<file path="src/hw/rtl/fsme_pkg.sv">
`timescale 1ns / 1ps

package fsme_pkg;

	// Field widths of the item and result channels.
	localparam int unsigned TIME_W     = 16;
	localparam int unsigned DEP_W      = 32;
	localparam int unsigned JOBNUM_W   = 8;

	// Configuration port and register widths.
	localparam int unsigned CFG_IDX_W  = 2;
	localparam int unsigned CFG_DATA_W = 9;
	localparam int unsigned MODE_W     = 2;
	localparam int unsigned MCOUNT_W   = 5;
	localparam int unsigned JCOUNT_W   = 9;

	typedef logic [DEP_W-1:0]     dep_t;
	typedef logic [TIME_W-1:0]    ptime_t;
	typedef logic [CFG_IDX_W-1:0] cfg_idx_t;
	typedef logic [MODE_W-1:0]    shop_mode_t;

	// Configuration register indexes.
	localparam cfg_idx_t CFG_SHOP_MODE     = 2'd0;
	localparam cfg_idx_t CFG_MACHINE_COUNT = 2'd1;
	localparam cfg_idx_t CFG_JOB_COUNT     = 2'd2;

	// Shop modes; the unused code behaves as unlimited buffers.
	localparam shop_mode_t MODE_UNLIMITED = 2'd0;
	localparam shop_mode_t MODE_BLOCKING  = 2'd1;
	localparam shop_mode_t MODE_NO_WAIT   = 2'd2;

	// Sequencer states, one per step of the shared adder and comparator.
	typedef enum logic [3:0] {
		ST_IDLE,
		ST_RD_M,
		ST_RD_N,
		ST_LD_N,
		ST_GAP,
		ST_OFF,
		ST_SUM,
		ST_MAX,
		ST_WR
	} fsme_state_t;

	// Status from the datapath to the sequencer.
	typedef struct packed {
		logic in_go;
		logic last_machine;
		logic out_blocked;
	} fsme_status_t;

	// Step strobes from the sequencer to the datapath.
	typedef struct packed {
		logic busy;
		logic ram_rd;
		logic rd_next;
		logic ld_pm;
		logic ld_pn;
		logic ld_gap;
		logic ld_off;
		logic ld_sum;
		logic ld_max;
		logic commit;
	} fsme_ctrl_t;

endpackage

</file>
<file path="src/hw/rtl/fsme_ctrl.sv">
`timescale 1ns / 1ps

module fsme_ctrl (
	input  logic                 clk,
	input  logic                 arst_n,
	input  fsme_pkg::fsme_status_t status,
	output fsme_pkg::fsme_ctrl_t   ctrl
);

	fsme_pkg::fsme_state_t state_q;
	fsme_pkg::fsme_state_t state_d;

	// State register.
	always_ff @(posedge clk or negedge arst_n) begin
		if (!arst_n) begin
			state_q <= fsme_pkg::ST_IDLE;
		end else begin
			state_q <= state_d;
		end
	end

	// Next state: a fixed walk through the steps, holding at write-back while the
	// last-machine result cannot enter the output register.
	always_comb begin
		state_d = state_q;
		unique case (state_q)
			fsme_pkg::ST_IDLE: begin
				if (status.in_go) begin
					state_d = fsme_pkg::ST_RD_M;
				end
			end
			fsme_pkg::ST_RD_M: state_d = fsme_pkg::ST_RD_N;
			fsme_pkg::ST_RD_N: state_d = fsme_pkg::ST_LD_N;
			fsme_pkg::ST_LD_N: state_d = fsme_pkg::ST_GAP;
			fsme_pkg::ST_GAP:  state_d = fsme_pkg::ST_OFF;
			fsme_pkg::ST_OFF:  state_d = fsme_pkg::ST_SUM;
			fsme_pkg::ST_SUM:  state_d = fsme_pkg::ST_MAX;
			fsme_pkg::ST_MAX:  state_d = fsme_pkg::ST_WR;
			fsme_pkg::ST_WR: begin
				if (!(status.last_machine && status.out_blocked)) begin
					state_d = fsme_pkg::ST_IDLE;
				end
			end
			default: state_d = fsme_pkg::ST_IDLE;
		endcase
	end

	// Step strobes decoded from the state.
	always_comb begin
		ctrl         = '0;
		ctrl.busy    = (state_q != fsme_pkg::ST_IDLE);
		ctrl.ram_rd  = (state_q == fsme_pkg::ST_RD_M) || (state_q == fsme_pkg::ST_RD_N);
		ctrl.rd_next = (state_q == fsme_pkg::ST_RD_N);
		ctrl.ld_pm   = (state_q == fsme_pkg::ST_RD_N);
		ctrl.ld_pn   = (state_q == fsme_pkg::ST_LD_N);
		ctrl.ld_gap  = (state_q == fsme_pkg::ST_GAP);
		ctrl.ld_off  = (state_q == fsme_pkg::ST_OFF);
		ctrl.ld_sum  = (state_q == fsme_pkg::ST_SUM);
		ctrl.ld_max  = (state_q == fsme_pkg::ST_MAX);
		ctrl.commit  = (state_q == fsme_pkg::ST_WR) &&
		               !(status.last_machine && status.out_blocked);
	end

endmodule

</file>
<file path="src/hw/rtl/flow_shop_makespan_eval.sv">
`timescale 1ns / 1ps

// Permutation flow shop departure evaluator. Processing times arrive one item
// at a time, machine 0 first, for each job of the sequence in turn; after the
// last machine of a job the block delivers that job's last-machine departure,
// its position in the sequence and a flag marking the final job, whose
// departure is the makespan. Modes are unlimited buffers, blocking and no-wait.
// Each item is finished, from acceptance on, before the block takes the next
// one: a small sequencer steps a single shared 32-bit adder and comparator
// through two reads of the previous departure column, the no-wait gap, the
// offset update, the sum, the blocking maximum and the write-back. A result
// that finds the output register still occupied holds the sequencer at
// write-back until it is taken. The departure columns live in a ping-pong
// memory of two banks; no-wait shifts of earlier machines are kept as a running
// column offset, so the job switch is a bank flip and no clearing pass is
// needed after reset. Any register write restarts the sequence at job 0,
// machine 0.
module flow_shop_makespan_eval #(
	parameter int MAX_MACHINES = 16,
	parameter int MAX_JOBS     = 256
) (
	input  logic                              clk,
	input  logic                              arst_n,
	// Item channel.
	input  logic                              in_valid,
	output logic                              in_stall,
	input  logic [fsme_pkg::TIME_W-1:0]       proc_time,
	// Result channel.
	output logic                              out_valid,
	input  logic                              out_stall,
	output logic [fsme_pkg::DEP_W-1:0]        job_departure,
	output logic [fsme_pkg::JOBNUM_W-1:0]     job_number,
	output logic                              is_makespan,
	// Configuration write channel.
	input  logic                              cfg_valid,
	output logic                              cfg_ready,
	input  logic [fsme_pkg::CFG_IDX_W-1:0]    cfg_index,
	input  logic [fsme_pkg::CFG_DATA_W-1:0]   cfg_data
);

	localparam int MW        = $clog2(MAX_MACHINES);
	localparam int AW        = MW + 1;
	localparam int RAM_DEPTH = 1 << AW;
	localparam int NMW       = $clog2(MAX_MACHINES + 1);
	localparam int JW        = (MAX_JOBS > 1) ? $clog2(MAX_JOBS) : 1;
	localparam int NJW       = (MAX_JOBS > 1) ? $clog2(MAX_JOBS + 1) : 1;
	localparam int JXW       = (JW > fsme_pkg::JOBNUM_W) ? JW : fsme_pkg::JOBNUM_W;

	fsme_pkg::fsme_ctrl_t   ctrl;
	fsme_pkg::fsme_status_t status;

	// Configuration registers.
	fsme_pkg::shop_mode_t            mode_q;
	logic [fsme_pkg::MCOUNT_W-1:0]   mcount_q;
	logic [fsme_pkg::JCOUNT_W-1:0]   jcount_q;

	// Sequence position and column bookkeeping.
	logic [MW-1:0]   mpos_q;
	logic [JW-1:0]   jpos_q;
	logic            bank_q;
	fsme_pkg::dep_t  cur_off_q;
	fsme_pkg::dep_t  prev_off_q;

	// Per-item working registers.
	fsme_pkg::ptime_t p_q;
	fsme_pkg::dep_t   pm_q;
	fsme_pkg::dep_t   pn_q;
	fsme_pkg::dep_t   gap_q;
	fsme_pkg::dep_t   base_q;
	fsme_pkg::dep_t   sum_q;
	fsme_pkg::dep_t   d_q;
	fsme_pkg::dep_t   last_d_q;
	logic             shift_q;

	// Output register.
	logic                          out_valid_q;
	fsme_pkg::dep_t                out_dep_q;
	logic [fsme_pkg::JOBNUM_W-1:0] out_job_q;
	logic                          out_last_q;

	// Column memory, two banks of MAX_MACHINES entries rounded up to a power of two.
	fsme_pkg::dep_t col_mem [RAM_DEPTH];
	fsme_pkg::dep_t ram_rdata_q;
	logic [AW-1:0]  ram_raddr;
	logic [AW-1:0]  ram_waddr;
	logic [MW-1:0]  rd_idx;

	logic [NMW-1:0] nm_used;
	logic [NJW-1:0] nj_used;
	logic           first_job;
	logic           first_machine;
	logic           last_machine;
	logic           last_job;
	logic           is_blk;
	logic           is_nw;
	logic           cfg_wr;
	logic           cfg_restart;
	logic [JXW-1:0] jpos_ext;

	fsme_pkg::dep_t alu_a;
	fsme_pkg::dep_t alu_b;
	logic           alu_sub;
	fsme_pkg::dep_t alu_y;
	fsme_pkg::dep_t cmp_a;
	fsme_pkg::dep_t cmp_b;
	logic           cmp_lt;
	fsme_pkg::dep_t base_c;

	// Handshake outputs.
	assign in_stall  = ctrl.busy;
	assign cfg_ready = !ctrl.busy;
	assign cfg_wr    = cfg_valid && cfg_ready;

	assign status.in_go        = in_valid && !ctrl.busy;
	assign status.last_machine = last_machine;
	assign status.out_blocked  = out_valid_q && out_stall;

	fsme_ctrl u_fsme_ctrl (
		.clk    (clk),
		.arst_n (arst_n),
		.status (status),
		.ctrl   (ctrl)
	);

	// Effective machine and job counts, clamped to the supported range.
	always_comb begin
		if (mcount_q < fsme_pkg::MCOUNT_W'(2)) begin
			nm_used = NMW'(2);
		end else if (32'(mcount_q) > MAX_MACHINES) begin
			nm_used = NMW'(MAX_MACHINES);
		end else begin
			nm_used = NMW'(mcount_q);
		end
		if (jcount_q == '0) begin
			nj_used = NJW'(1);
		end else if (32'(jcount_q) > MAX_JOBS) begin
			nj_used = NJW'(MAX_JOBS);
		end else begin
			nj_used = NJW'(jcount_q);
		end
	end

	assign first_job     = (jpos_q == '0);
	assign first_machine = (mpos_q == '0);
	assign last_machine  = ((NMW'(mpos_q) + NMW'(1)) == nm_used);
	assign last_job      = ((NJW'(jpos_q) + NJW'(1)) == nj_used);
	assign is_blk        = (mode_q == fsme_pkg::MODE_BLOCKING);
	assign is_nw         = (mode_q == fsme_pkg::MODE_NO_WAIT);
	assign jpos_ext      = JXW'(jpos_q);

	// Configuration writes; a write to a known register restarts the sequence.
	always_comb begin
		cfg_restart = 1'b0;
		if (cfg_wr) begin
			unique case (cfg_index)
				fsme_pkg::CFG_SHOP_MODE:     cfg_restart = 1'b1;
				fsme_pkg::CFG_MACHINE_COUNT: cfg_restart = 1'b1;
				fsme_pkg::CFG_JOB_COUNT:     cfg_restart = 1'b1;
				default:                     cfg_restart = 1'b0;
			endcase
		end
	end

	always_ff @(posedge clk or negedge arst_n) begin
		if (!arst_n) begin
			mode_q   <= fsme_pkg::MODE_UNLIMITED;
			mcount_q <= fsme_pkg::MCOUNT_W'(2);
			jcount_q <= fsme_pkg::JCOUNT_W'(1);
		end else if (cfg_wr) begin
			unique case (cfg_index)
				fsme_pkg::CFG_SHOP_MODE:     mode_q   <= cfg_data[fsme_pkg::MODE_W-1:0];
				fsme_pkg::CFG_MACHINE_COUNT: mcount_q <= cfg_data[fsme_pkg::MCOUNT_W-1:0];
				fsme_pkg::CFG_JOB_COUNT:     jcount_q <= cfg_data[fsme_pkg::JCOUNT_W-1:0];
				default: begin
				end
			endcase
		end
	end

	// Shared adder: operands chosen by the current step.
	always_comb begin
		alu_a   = ram_rdata_q;
		alu_b   = prev_off_q;
		alu_sub = 1'b0;
		if (ctrl.ld_gap) begin
			alu_a   = pm_q;
			alu_b   = last_d_q;
			alu_sub = 1'b1;
		end else if (ctrl.ld_off) begin
			alu_a = cur_off_q;
			alu_b = gap_q;
		end else if (ctrl.ld_sum) begin
			alu_a = base_q;
			alu_b = fsme_pkg::dep_t'(p_q);
		end else if (ctrl.commit) begin
			alu_a   = d_q;
			alu_b   = cur_off_q;
			alu_sub = 1'b1;
		end
		alu_y = alu_sub ? (alu_a - alu_b) : (alu_a + alu_b);
	end

	// Shared comparator: gap test, or the blocking maximum.
	always_comb begin
		if (ctrl.ld_max) begin
			cmp_a = sum_q;
			cmp_b = pn_q;
		end else begin
			cmp_a = last_d_q;
			cmp_b = pm_q;
		end
		cmp_lt = (cmp_a < cmp_b);
	end

	// Start value that the processing time is added to.
	always_comb begin
		if (first_job) begin
			base_c = first_machine ? '0 : last_d_q;
		end else if (first_machine) begin
			base_c = pm_q;
		end else if (is_blk) begin
			base_c = last_d_q;
		end else begin
			base_c = cmp_lt ? pm_q : last_d_q;
		end
	end

	// Column memory: previous column is read from the current bank, the job
	// being built is written to the other one, stored less the column offset.
	assign rd_idx    = ctrl.rd_next ? (mpos_q + MW'(1)) : mpos_q;
	assign ram_raddr = {bank_q, rd_idx};
	assign ram_waddr = {~bank_q, mpos_q};

	always_ff @(posedge clk) begin
		if (ctrl.commit) begin
			col_mem[ram_waddr] <= alu_y;
		end
		if (ctrl.ram_rd) begin
			ram_rdata_q <= col_mem[ram_raddr];
		end
	end

	// Working registers of one item.
	always_ff @(posedge clk) begin
		if (status.in_go) begin
			p_q <= proc_time;
		end
		if (ctrl.ld_pm) begin
			pm_q <= alu_y;
		end
		if (ctrl.ld_pn) begin
			pn_q <= alu_y;
		end
		if (ctrl.ld_gap) begin
			gap_q   <= alu_y;
			base_q  <= base_c;
			shift_q <= is_nw && !first_job && !first_machine && cmp_lt;
		end
		if (ctrl.ld_sum) begin
			sum_q <= alu_y;
		end
		if (ctrl.ld_max) begin
			if (is_blk && !first_job && !last_machine && cmp_lt) begin
				d_q <= pn_q;
			end else begin
				d_q <= sum_q;
			end
		end
		if (ctrl.commit) begin
			last_d_q <= d_q;
		end
	end

	// Sequence position, bank select and column offsets.
	always_ff @(posedge clk or negedge arst_n) begin
		if (!arst_n) begin
			mpos_q     <= '0;
			jpos_q     <= '0;
			bank_q     <= 1'b0;
			cur_off_q  <= '0;
			prev_off_q <= '0;
		end else if (cfg_restart) begin
			mpos_q    <= '0;
			jpos_q    <= '0;
			cur_off_q <= '0;
		end else if (ctrl.ld_off) begin
			if (shift_q) begin
				cur_off_q <= alu_y;
			end
		end else if (ctrl.commit) begin
			if (last_machine) begin
				mpos_q     <= '0;
				jpos_q     <= last_job ? '0 : (jpos_q + JW'(1));
				bank_q     <= ~bank_q;
				prev_off_q <= cur_off_q;
				cur_off_q  <= '0;
			end else begin
				mpos_q <= mpos_q + MW'(1);
			end
		end
	end

	// Output register: loaded at the last machine of a job.
	always_ff @(posedge clk or negedge arst_n) begin
		if (!arst_n) begin
			out_valid_q <= 1'b0;
		end else if (ctrl.commit && last_machine) begin
			out_valid_q <= 1'b1;
		end else if (!out_stall) begin
			out_valid_q <= 1'b0;
		end
	end

	always_ff @(posedge clk) begin
		if (ctrl.commit && last_machine) begin
			out_dep_q  <= d_q;
			out_job_q  <= jpos_ext[fsme_pkg::JOBNUM_W-1:0];
			out_last_q <= last_job;
		end
	end

	assign out_valid     = out_valid_q;
	assign job_departure = out_dep_q;
	assign job_number    = out_job_q;
	assign is_makespan   = out_last_q;

endmodule

</file>
<file path="config.mk">
export PLATFORM = sky130hd
export DESIGN_NAME = flow_shop_makespan_eval
export DESIGN_NICKNAME = d
export VERILOG_FILES = /design/src/hw/rtl/fsme_pkg.sv /design/src/hw/rtl/fsme_ctrl.sv /design/src/hw/rtl/flow_shop_makespan_eval.sv
export SDC_FILE = /design/constraint.sdc
export NUM_CORES = 2
export LEC_CHECK = 0
export BUFFER_PORTS_ARGS = -buffer_cell sky130_fd_sc_hd__buf_4
export CORE_ASPECT_RATIO = 0.5
export CORE_MARGIN = 2
export CORE_UTILIZATION = 50
export DETAILED_ROUTE_END_ITERATION = 8
export GPL_ROUTABILITY_DRIVEN = 1
export PLACE_DENSITY = 0.68
export SLEW_MARGIN = 20
export SYNTH_ARGS = -nofsm -noshare
export SYNTH_HDL_FRONTEND = slang
export SYNTH_SLANG_ARGS = --single-unit
</file>
<file path="constraint.sdc">
create_clock -name clk -period 8.4 [get_ports clk]
set_input_delay 0.42 -clock clk [delete_from_list [all_inputs] [get_ports clk]]
set_output_delay 0.42 -clock clk [all_outputs]
set_load 0.03 [all_outputs]
</file>
Word level (Yosys, flattened, before mapping)
Memories as Yosys holds them, arrays and structs flattened. A register that Yosys moved wholly into a read port is not among the register bits.
Cells that the tools add are included.
{ "word_totals": {"regBits": 380, "latchBits": 0, "ramBits": 1024, "romBits": 0, "input_bits": 32, "word_cells": 140, "memories": 1} }
{ "classes": {"n_addsub": 6, "mul": 0, "div": 0, "magnitude_cmp": 4, "n_eq_ne": 19, "n_shift": 0, "muxes": 48, "bitwise": 3, "reduce_logical": 37} }
{ "memory_table": {"columns": ["name", "depth", "word_bits", "read_ports", "rd_ports_with_merged_regs", "wr", "line", "source"], "rows": [
  ["col_mem", 32, 32, 1, 1, 1, "flow_shop_makespan_eval.sv:82", "fsme_pkg::dep_t col_mem [RAM_DEPTH];"]
]} }
{ "op_table": {"columns": ["op", "n"], "rows": [
  ["$mux 32", 22],
  ["$mux 8", 5],
  ["$pmux 4 s9", 1],
  ["$add 32x32->32", 1],
  ["$lt 32x32->1", 1],
  ["$sub 32x32->32", 1],
  ["$mux 4", 7],
  ["$mux 9", 2],
  ["$eq 4x3->1 const B", 4],
  ["$logic_and 1x1->1", 12],
  ["$mux 5", 2],
  ["$reduce_and 2->1", 5],
  ["$add 8x1->9 const B", 1],
  ["$eq 9x9->1", 1],
  ["$gt 9x9->1 const B", 1],
  ["$logic_not 9->1", 1],
  ["$mux 1", 9],
  ["$add 8x1->8 const B", 1],
  ["$eq 4x2->1 const B", 2],
  ["$logic_not 4->1", 2],
  ["$logic_not 8->1", 1],
  ["$reduce_and 3->1", 2],
  ["$reduce_bool 3->1", 2],
  ["$add 4x1->5 const B", 1],
  ["other kinds (19)", 30]
]} }

Logic depth before layout (Yosys ltp)
{ "logic_depth": {"ltp_word": 16, "depth_mapped": 30} }

Cells and area by module
Synthesis repeated with hierarchy kept, for this count alone.
{ "hier_totals": {"hier_cells": 3205, "hier_area_um2": 59742.3} }
{ "modules_own_cells": {"columns": ["mod", "instances", "cells_per_inst", "area_each_um2", "seq_area_each_um2"], "rows": [
  ["flow_shop_makespan_eval", 1, 3175, 59467.0, 42533.3],
  ["fsme_ctrl", 1, 30, 275.3, 100.1]
]} }

Least setup slack after synthesis
OpenSTA, ideal clock, no wires.
{ "synth_path": {"kind": "register to register", "startpoint": "reg u_fsme_ctrl.state_q[1]", "endpoint": "mem col_mem[0][28] in the netlist's numbering, data pin", "setup_time_ps": 417, "arrival_ps": 7585, "required_time_ps": 7983, "slack_ps": 399, "path_stages_with_launch": 23, "path_buffers": 6, "synth_period_minus_slack_ps": 8001, "path_cell_list": "dfrtp_1 > clkbuf_1 > or3_1 > buf_2 > inv_1 > clkbuf_1 > clkbuf_1 > clkbuf_1 > clkbuf_1 > a21oi_1 > ha_1 > inv_1 > fa_1 > a21o_1 > a21oi_1 > o21ai_0 > a21oi_1 > o21ai_0 > a221oi_1 > o21ai_0 > a41oi_1 > nor2b_1 > xnor2_1"} }
{ "synth_via": {"elab_chain_len": 8} }
{ "synth_rtl": {"columns": ["element", "line", "source"], "rows": [
  ["start: declaration", "fsme_ctrl.sv:10", "fsme_pkg::fsme_state_t state_q;"],
  ["start signal: assignment", "fsme_ctrl.sv:16", "state_q <= fsme_pkg::ST_IDLE;"],
  ["start signal: assignment", "fsme_ctrl.sv:18", "state_q <= state_d;"],
  ["$eq 4x4->1", "fsme_ctrl.sv:60", "ctrl.commit = (state_q == fsme_pkg::ST_WR) &&"],
  ["$logic_and 1x1->1", "fsme_ctrl.sv:60", null],
  ["$mux 32", "flow_shop_makespan_eval.sv:195", "end else if (ctrl.commit) begin"],
  ["$mux 32", "flow_shop_makespan_eval.sv:192", "end else if (ctrl.ld_sum) begin"],
  ["$mux 32", "flow_shop_makespan_eval.sv:189", "end else if (ctrl.ld_off) begin"],
  ["$mux 32", "flow_shop_makespan_eval.sv:185", "if (ctrl.ld_gap) begin"],
  ["$add 32x32->32 / $sub 32x32->32 (equally long branches)", "flow_shop_makespan_eval.sv:200", "alu_y = alu_sub ? (alu_a - alu_b) : (alu_a + alu_b);"],
  ["$mux 32 *", "flow_shop_makespan_eval.sv:200", null],
  ["via alu_y[28]", "flow_shop_makespan_eval.sv:103", "fsme_pkg::dep_t alu_y;"],
  ["end: declaration", "flow_shop_makespan_eval.sv:82", null]
]} }
The timed path passes the listed nets; every way through them passes the cells marked *.

Worst setup path after layout
{ "layout_path": {"startpoint": "reg mpos_q[0]", "endpoint": "mem col_mem[19][28] in the netlist's numbering, data pin"} }
{ "layout_via": {"elab_chain_len": 11} }
{ "layout_rtl": {"columns": ["element", "line", "source"], "rows": [
  ["start: declaration", "flow_shop_makespan_eval.sv:58", "logic [MW-1:0] mpos_q;"],
  ["start signal: assignment", "flow_shop_makespan_eval.sv:298", "mpos_q <= mpos_q + MW'(1);"],
  ["$add 4x1->5 *", "flow_shop_makespan_eval.sv:145", "assign last_machine = ((NMW'(mpos_q) + NMW'(1)) == nm_used);"],
  ["$eq 5x5->1 *", "flow_shop_makespan_eval.sv:145", null],
  ["$logic_and 1x1->1 *", "fsme_ctrl.sv:61", "!(status.last_machine && status.out_blocked);"],
  ["$logic_not 1->1 *", "fsme_ctrl.sv:61", null],
  ["$logic_and 1x1->1 *", "fsme_ctrl.sv:60", null],
  ["$mux 32", "flow_shop_makespan_eval.sv:195", null],
  ["$mux 32", "flow_shop_makespan_eval.sv:192", null],
  ["$mux 32", "flow_shop_makespan_eval.sv:189", null],
  ["$mux 32", "flow_shop_makespan_eval.sv:185", null],
  ["$add 32x32->32 / $sub 32x32->32 (equally long branches)", "flow_shop_makespan_eval.sv:200", null],
  ["$mux 32 *", "flow_shop_makespan_eval.sv:200", null],
  ["via alu_y[28]", "flow_shop_makespan_eval.sv:103", null]
]} }
Marked as above.

==> results.py <==
metrics = {
    "detailed_routing": {
        "wl_met3_mm": 15.9,
        "highest_layer": "met4",
        "wire_per_inst_um": 30.4,
        "vias": 32400,
        "avgViaCountPerCell": 6.36,
        "wl_met1_mm": 64.2,
        "drcViolationCount": 0,
        "routed-wl-met2_mm": 71.3,
        "ant_nets": 0,
        "dr.pass1.iters": 6,
        "wl_mm": 155,
        "drt_iter0_markers": 4510,
    },
    "critical_path": {
        "cpMostUsedCell": "nor2b_1",
        "worstPathArrival_ps": 8310,
        "cp-start-kind": "flop",
        "cp_max_fo": 37,
        "cp-startpoint": "mpos_q[0]",
        "cpPeakStageDelay_ps": 650,
        "crit_path_end_kind": "flop",
        "critPathBufInv": 3,
        "worstReg2RegStart": "mpos_q[0]",
        "worstPathCellList": "inv_1, ha_1, nor2b_1, a221oi_4, o221ai_4, o21ai_4, inv_4, buf_4, mux2i_1, o211ai_1, or4_1, o31ai_4, nand2_1, xor2_1, ha_1, a21oi_1, nor2b_1, or4b_2, a31o_2, a221oi_1, o21ai_0, a41oi_1, nor2b_1, xnor2_4",
        "cp.required_ps": 8830,
        "critPathKind": "reg2reg",
        "cp_top_family": "compound AO/OA/AOI/OAI gates",
        "cp_slowest_cell": "or4_1",
    },
    "layout": {
        "antennaDiodeCount": 0,
        "regArea_um2": 42600,
        "drive_above_1_share_pct": 26.4,
        "multi_input_area_um2": 16800,
        "fillers": 8725,
        "final_nets": 3496,
        "area.growth.synth_to_final_pct": 13.5,
    },
    "outcome": {
        "status": "complete, no violations",
    },
    "synthesis": {
        "synth_top_area_share_pct": 67.5,
        "synth-compound-area-share_pct": 5.09,
        "synth_top_family_by_area": "multiplexers",
        "synth_simple_gate_area_share_pct": 3.85,
        "synthAdderAreaFrac_pct": 1.50,
        "synth_edf_count": 1338,
        "mappedNetlistArea_um2": 59600,
        "yosysWarnings": 0,
        "syn_area_per_cell_um2": 18.6,
        "ys_types": 94,
        "synthTopCellsByArea": "edfxtp_1 (67%), mux4_2 (12%), dfrtp_1 (4.0%), mux2_2 (2.1%), ha_1 (1.4%)",
        "synth_mux_area_share_pct": 15.6,
        "synth_top_area_cell": "edfxtp_1",
        "synth_xor_area_share_pct": 1.13,
        "ys_ff_latch": 1436,
        "async_flop_share_pct": 6.82,
        "synth_nets": 3310,
        "seq_area_frac_synth_pct": 71.6,
        "synth_flop_cell": "edfxtp_1",
        "syn-instance-count": 3208,
    },
    "timing": {
        "min_period_over_period_pct": 93.8,
        "rsz0062_at_grt": "false",
        "final_max_slew_viol_count": 0,
        "max_slew.worst_pin.slew_ps": 1090,
        "timing.final.ws_setup_ps": 519,
        "finClkSkew_ps": 36.9,
        "slew_headroom_pct": 27.3,
        "fmax_mhz": 127,
        "post-route-min-period_ps": 7880,
        "hold_viol": 0,
        "setup_viol": 0,
        "setup_tns_ps": 0,
    },
    "grt": {
        "grt_pass1_wl_mm": 223,
        "global_route.usage.total_pct": 25.5,
        "grt_pass1_vias": 31900,
        "grt-ovfl-total": 0,
        "grt_antenna_before_repair": 11,
        "grt_max_degree": 131,
    },
    "clock_tree": {
        "clkSlewWorstSetupHoldPaths_ps": 70,
        "clock-root-buffer": "clkbuf_16",
        "cts_sinks": 1436,
        "clock_path_buffers": 3,
        "clk_latency_ps": 770,
        "numCtsBuffers": 130,
        "h-tree-depth": 4,
        "cts_tree": "built",
    },
    "run": {
        "maxCapViolCount": 0,
    },
    "floorplanning": {
        "start_util_pct": 50.5,
        "die_h_um": 248,
        "fp.dieArea_um2": 122000,
        "io_pins": 76,
        "chipWidth_um": 492,
        "fp-row-count": 89,
        "core_area_um2": 118000,
    },
    "placement": {
        "io_buffers": 75,
        "preCtsSetupSlack_ps": 457,
        "finalWeightedCongestion": 0.902,
        "dp_hpwl_mm": 85.1,
    },
    "hold_path": {
        "hold_start": "cfg_index[0]",
        "hp-class": "in2reg",
    },
}
## layer usage
layer / vias to the layer above / GRT usage (%)
li1: 13400 / -
met1: 17200 / 37.6
met2: 1619 / 39.3
met3: 216 / 5.06
met4: 0 / 6.87
met5: - / 0
## cells in the final DEF, fill, tap and decap left out, types with 22 or more instances in the layout
cell type / netlist / routed
xor2_1: 32 / 23
mux2_2: 113 / 113
a21o_1: 26 / 26
mux4_2: 320 / 320
nor2_1: 110 / 87
nand2b_1: 23 / 23
dlygate4sd3_1: 0 / 28
nor2_4: 0 / 23
clkbuf_16: 0 / 138
nand2_1: 213 / 213
clkbuf_1: 123 / 27
ha_1: 69 / 69
inv_1: 26 / 22
a211oi_1: 37 / 36
dfrtp_1: 96 / 95
edfxtp_1: 1338 / 1338
clkinv_1: 0 / 25
buf_4: 0 / 183
mux2i_1: 81 / 81
a21oi_1: 105 / 103
a22o_1: 64 / 64
o21ai_0: 88 / 88
## cells by family (layout without fill, tap and decap cells)
| family | after synthesis | in the layout |
|---|---|---|
| xor gates and xnor gates | 75 | 75 |
| and+or+nand+nor | 482 | 482 |
| DFF | 1436 | 1436 |
| muxes | 514 | 514 |
| AOI/OAI and AO/OA | 440 | 440 |
| buffers and inverters | 190 | 481 |
| adders and majority gates | 71 | 71 |
## cell usage after synthesis, types with 4 or more instances
cell type     n
a211o_1       4
a211oi_1     37
a21o_1       26
a21oi_1     105
a222oi_1      7
a22o_1       64
a22oi_1       5
a31oi_1      10
and2_1        9
and3_1       10
buf_1        28
buf_2        10
clkbuf_1    123
dfrtp_1      96
edfxtp_1   1338
ha_1         69
inv_1        26
mux2_2      113
mux2i_1      81
mux4_2      320
nand2_1     213
nand2b_1     23
nand3_1      14
nand3b_1      5
nand4_1      13
nor2_1      110
nor2b_1      14
nor3_1       25
nor4_1        6
o2111ai_1     4
o211ai_1     12
o21a_1        9
o21ai_0      88
o21ai_1       4
o21bai_1      7
o22ai_1       8
o31a_1        4
o31ai_1       6
or2_2         6
or3_1         6
xnor2_1      42
xor2_1       32
## flip-flops by register name, summed over array words and instances (netlist names), 2 cells and up
name and flops:
mode_q 2, gap_q 32, prev_off_q 32, base_q 32
last_d_q 32, sum_q 32, mcount_q 5, mpos_q 4
ram_rdata_q 32, job_number 8, jcount_q 9, d_q 32
jpos_ext 8, pm_q 32, col_mem 1024, p_q 16
job_departure 32, pn_q 32, u_fsme_ctrl.state_q 4, cur_off_q 32
## final timing paths
path / end / slack (ps) / cells after the start
hold reg to reg: job_departure[19] / 490 / 0
min in group asynchronous: mcount_q[0] / 190 / 2
max in group asynchronous: cur_off_q[19] / 6810 / 3
setup reg to reg: col_mem[19][28] / 520 / 24
hold / removal: mode_q[0] / 100 / 3
setup / recovery: col_mem[19][28] / 520 / 24
## worst register-to-register path: cells and delay by family (launching register included)
kind / cells / cell delay [ps]
AOI/OAI and AO/OA: 10 / 2930
xor gates and xnor gates: 2 / 540
adders and majority gates: 2 / 800
buffers and inverters: 3 / 460
DFF: 1 / 540
muxes: 1 / 250
and+or+nand+nor: 6 / 2030
## metrics by stage
stage                     util (%)  area [µm²]  cells  hold WS [ps]
after floorplan                  -       59600   3208           124
after global placement        53.3       62900   4822           383
after detailed placement      53.3       63000   4822           393
after CTS                     57.2       67500   5087          46.5
after global routing          57.3       67600   5091          73.2
final                         57.3       67600   5091          95.2
## cell type report
type / instances / area share [%]
sequential: 1436 / 63.1
multi-input combinational: 1582 / 24.8
clock inverter: 68 / 1.01
clock buffer: 169 / 5.34
timing repair buffer: 217 / 2.64
tap: 1592 / 2.95
inverter: 27 / 0.157
## timing repair
action | in CTS | in global routing
hold buffers | 28 | 0
setup endpoints to repair | 0 | 74
resized for setup | 0 | 1
hold endpoints to repair | 64 | 0
buffers inserted | 0 | 3
Power is left out: the tool's default activity adds up to more than one toggle a clock period on the data nets, which glitch-free logic cannot reach.
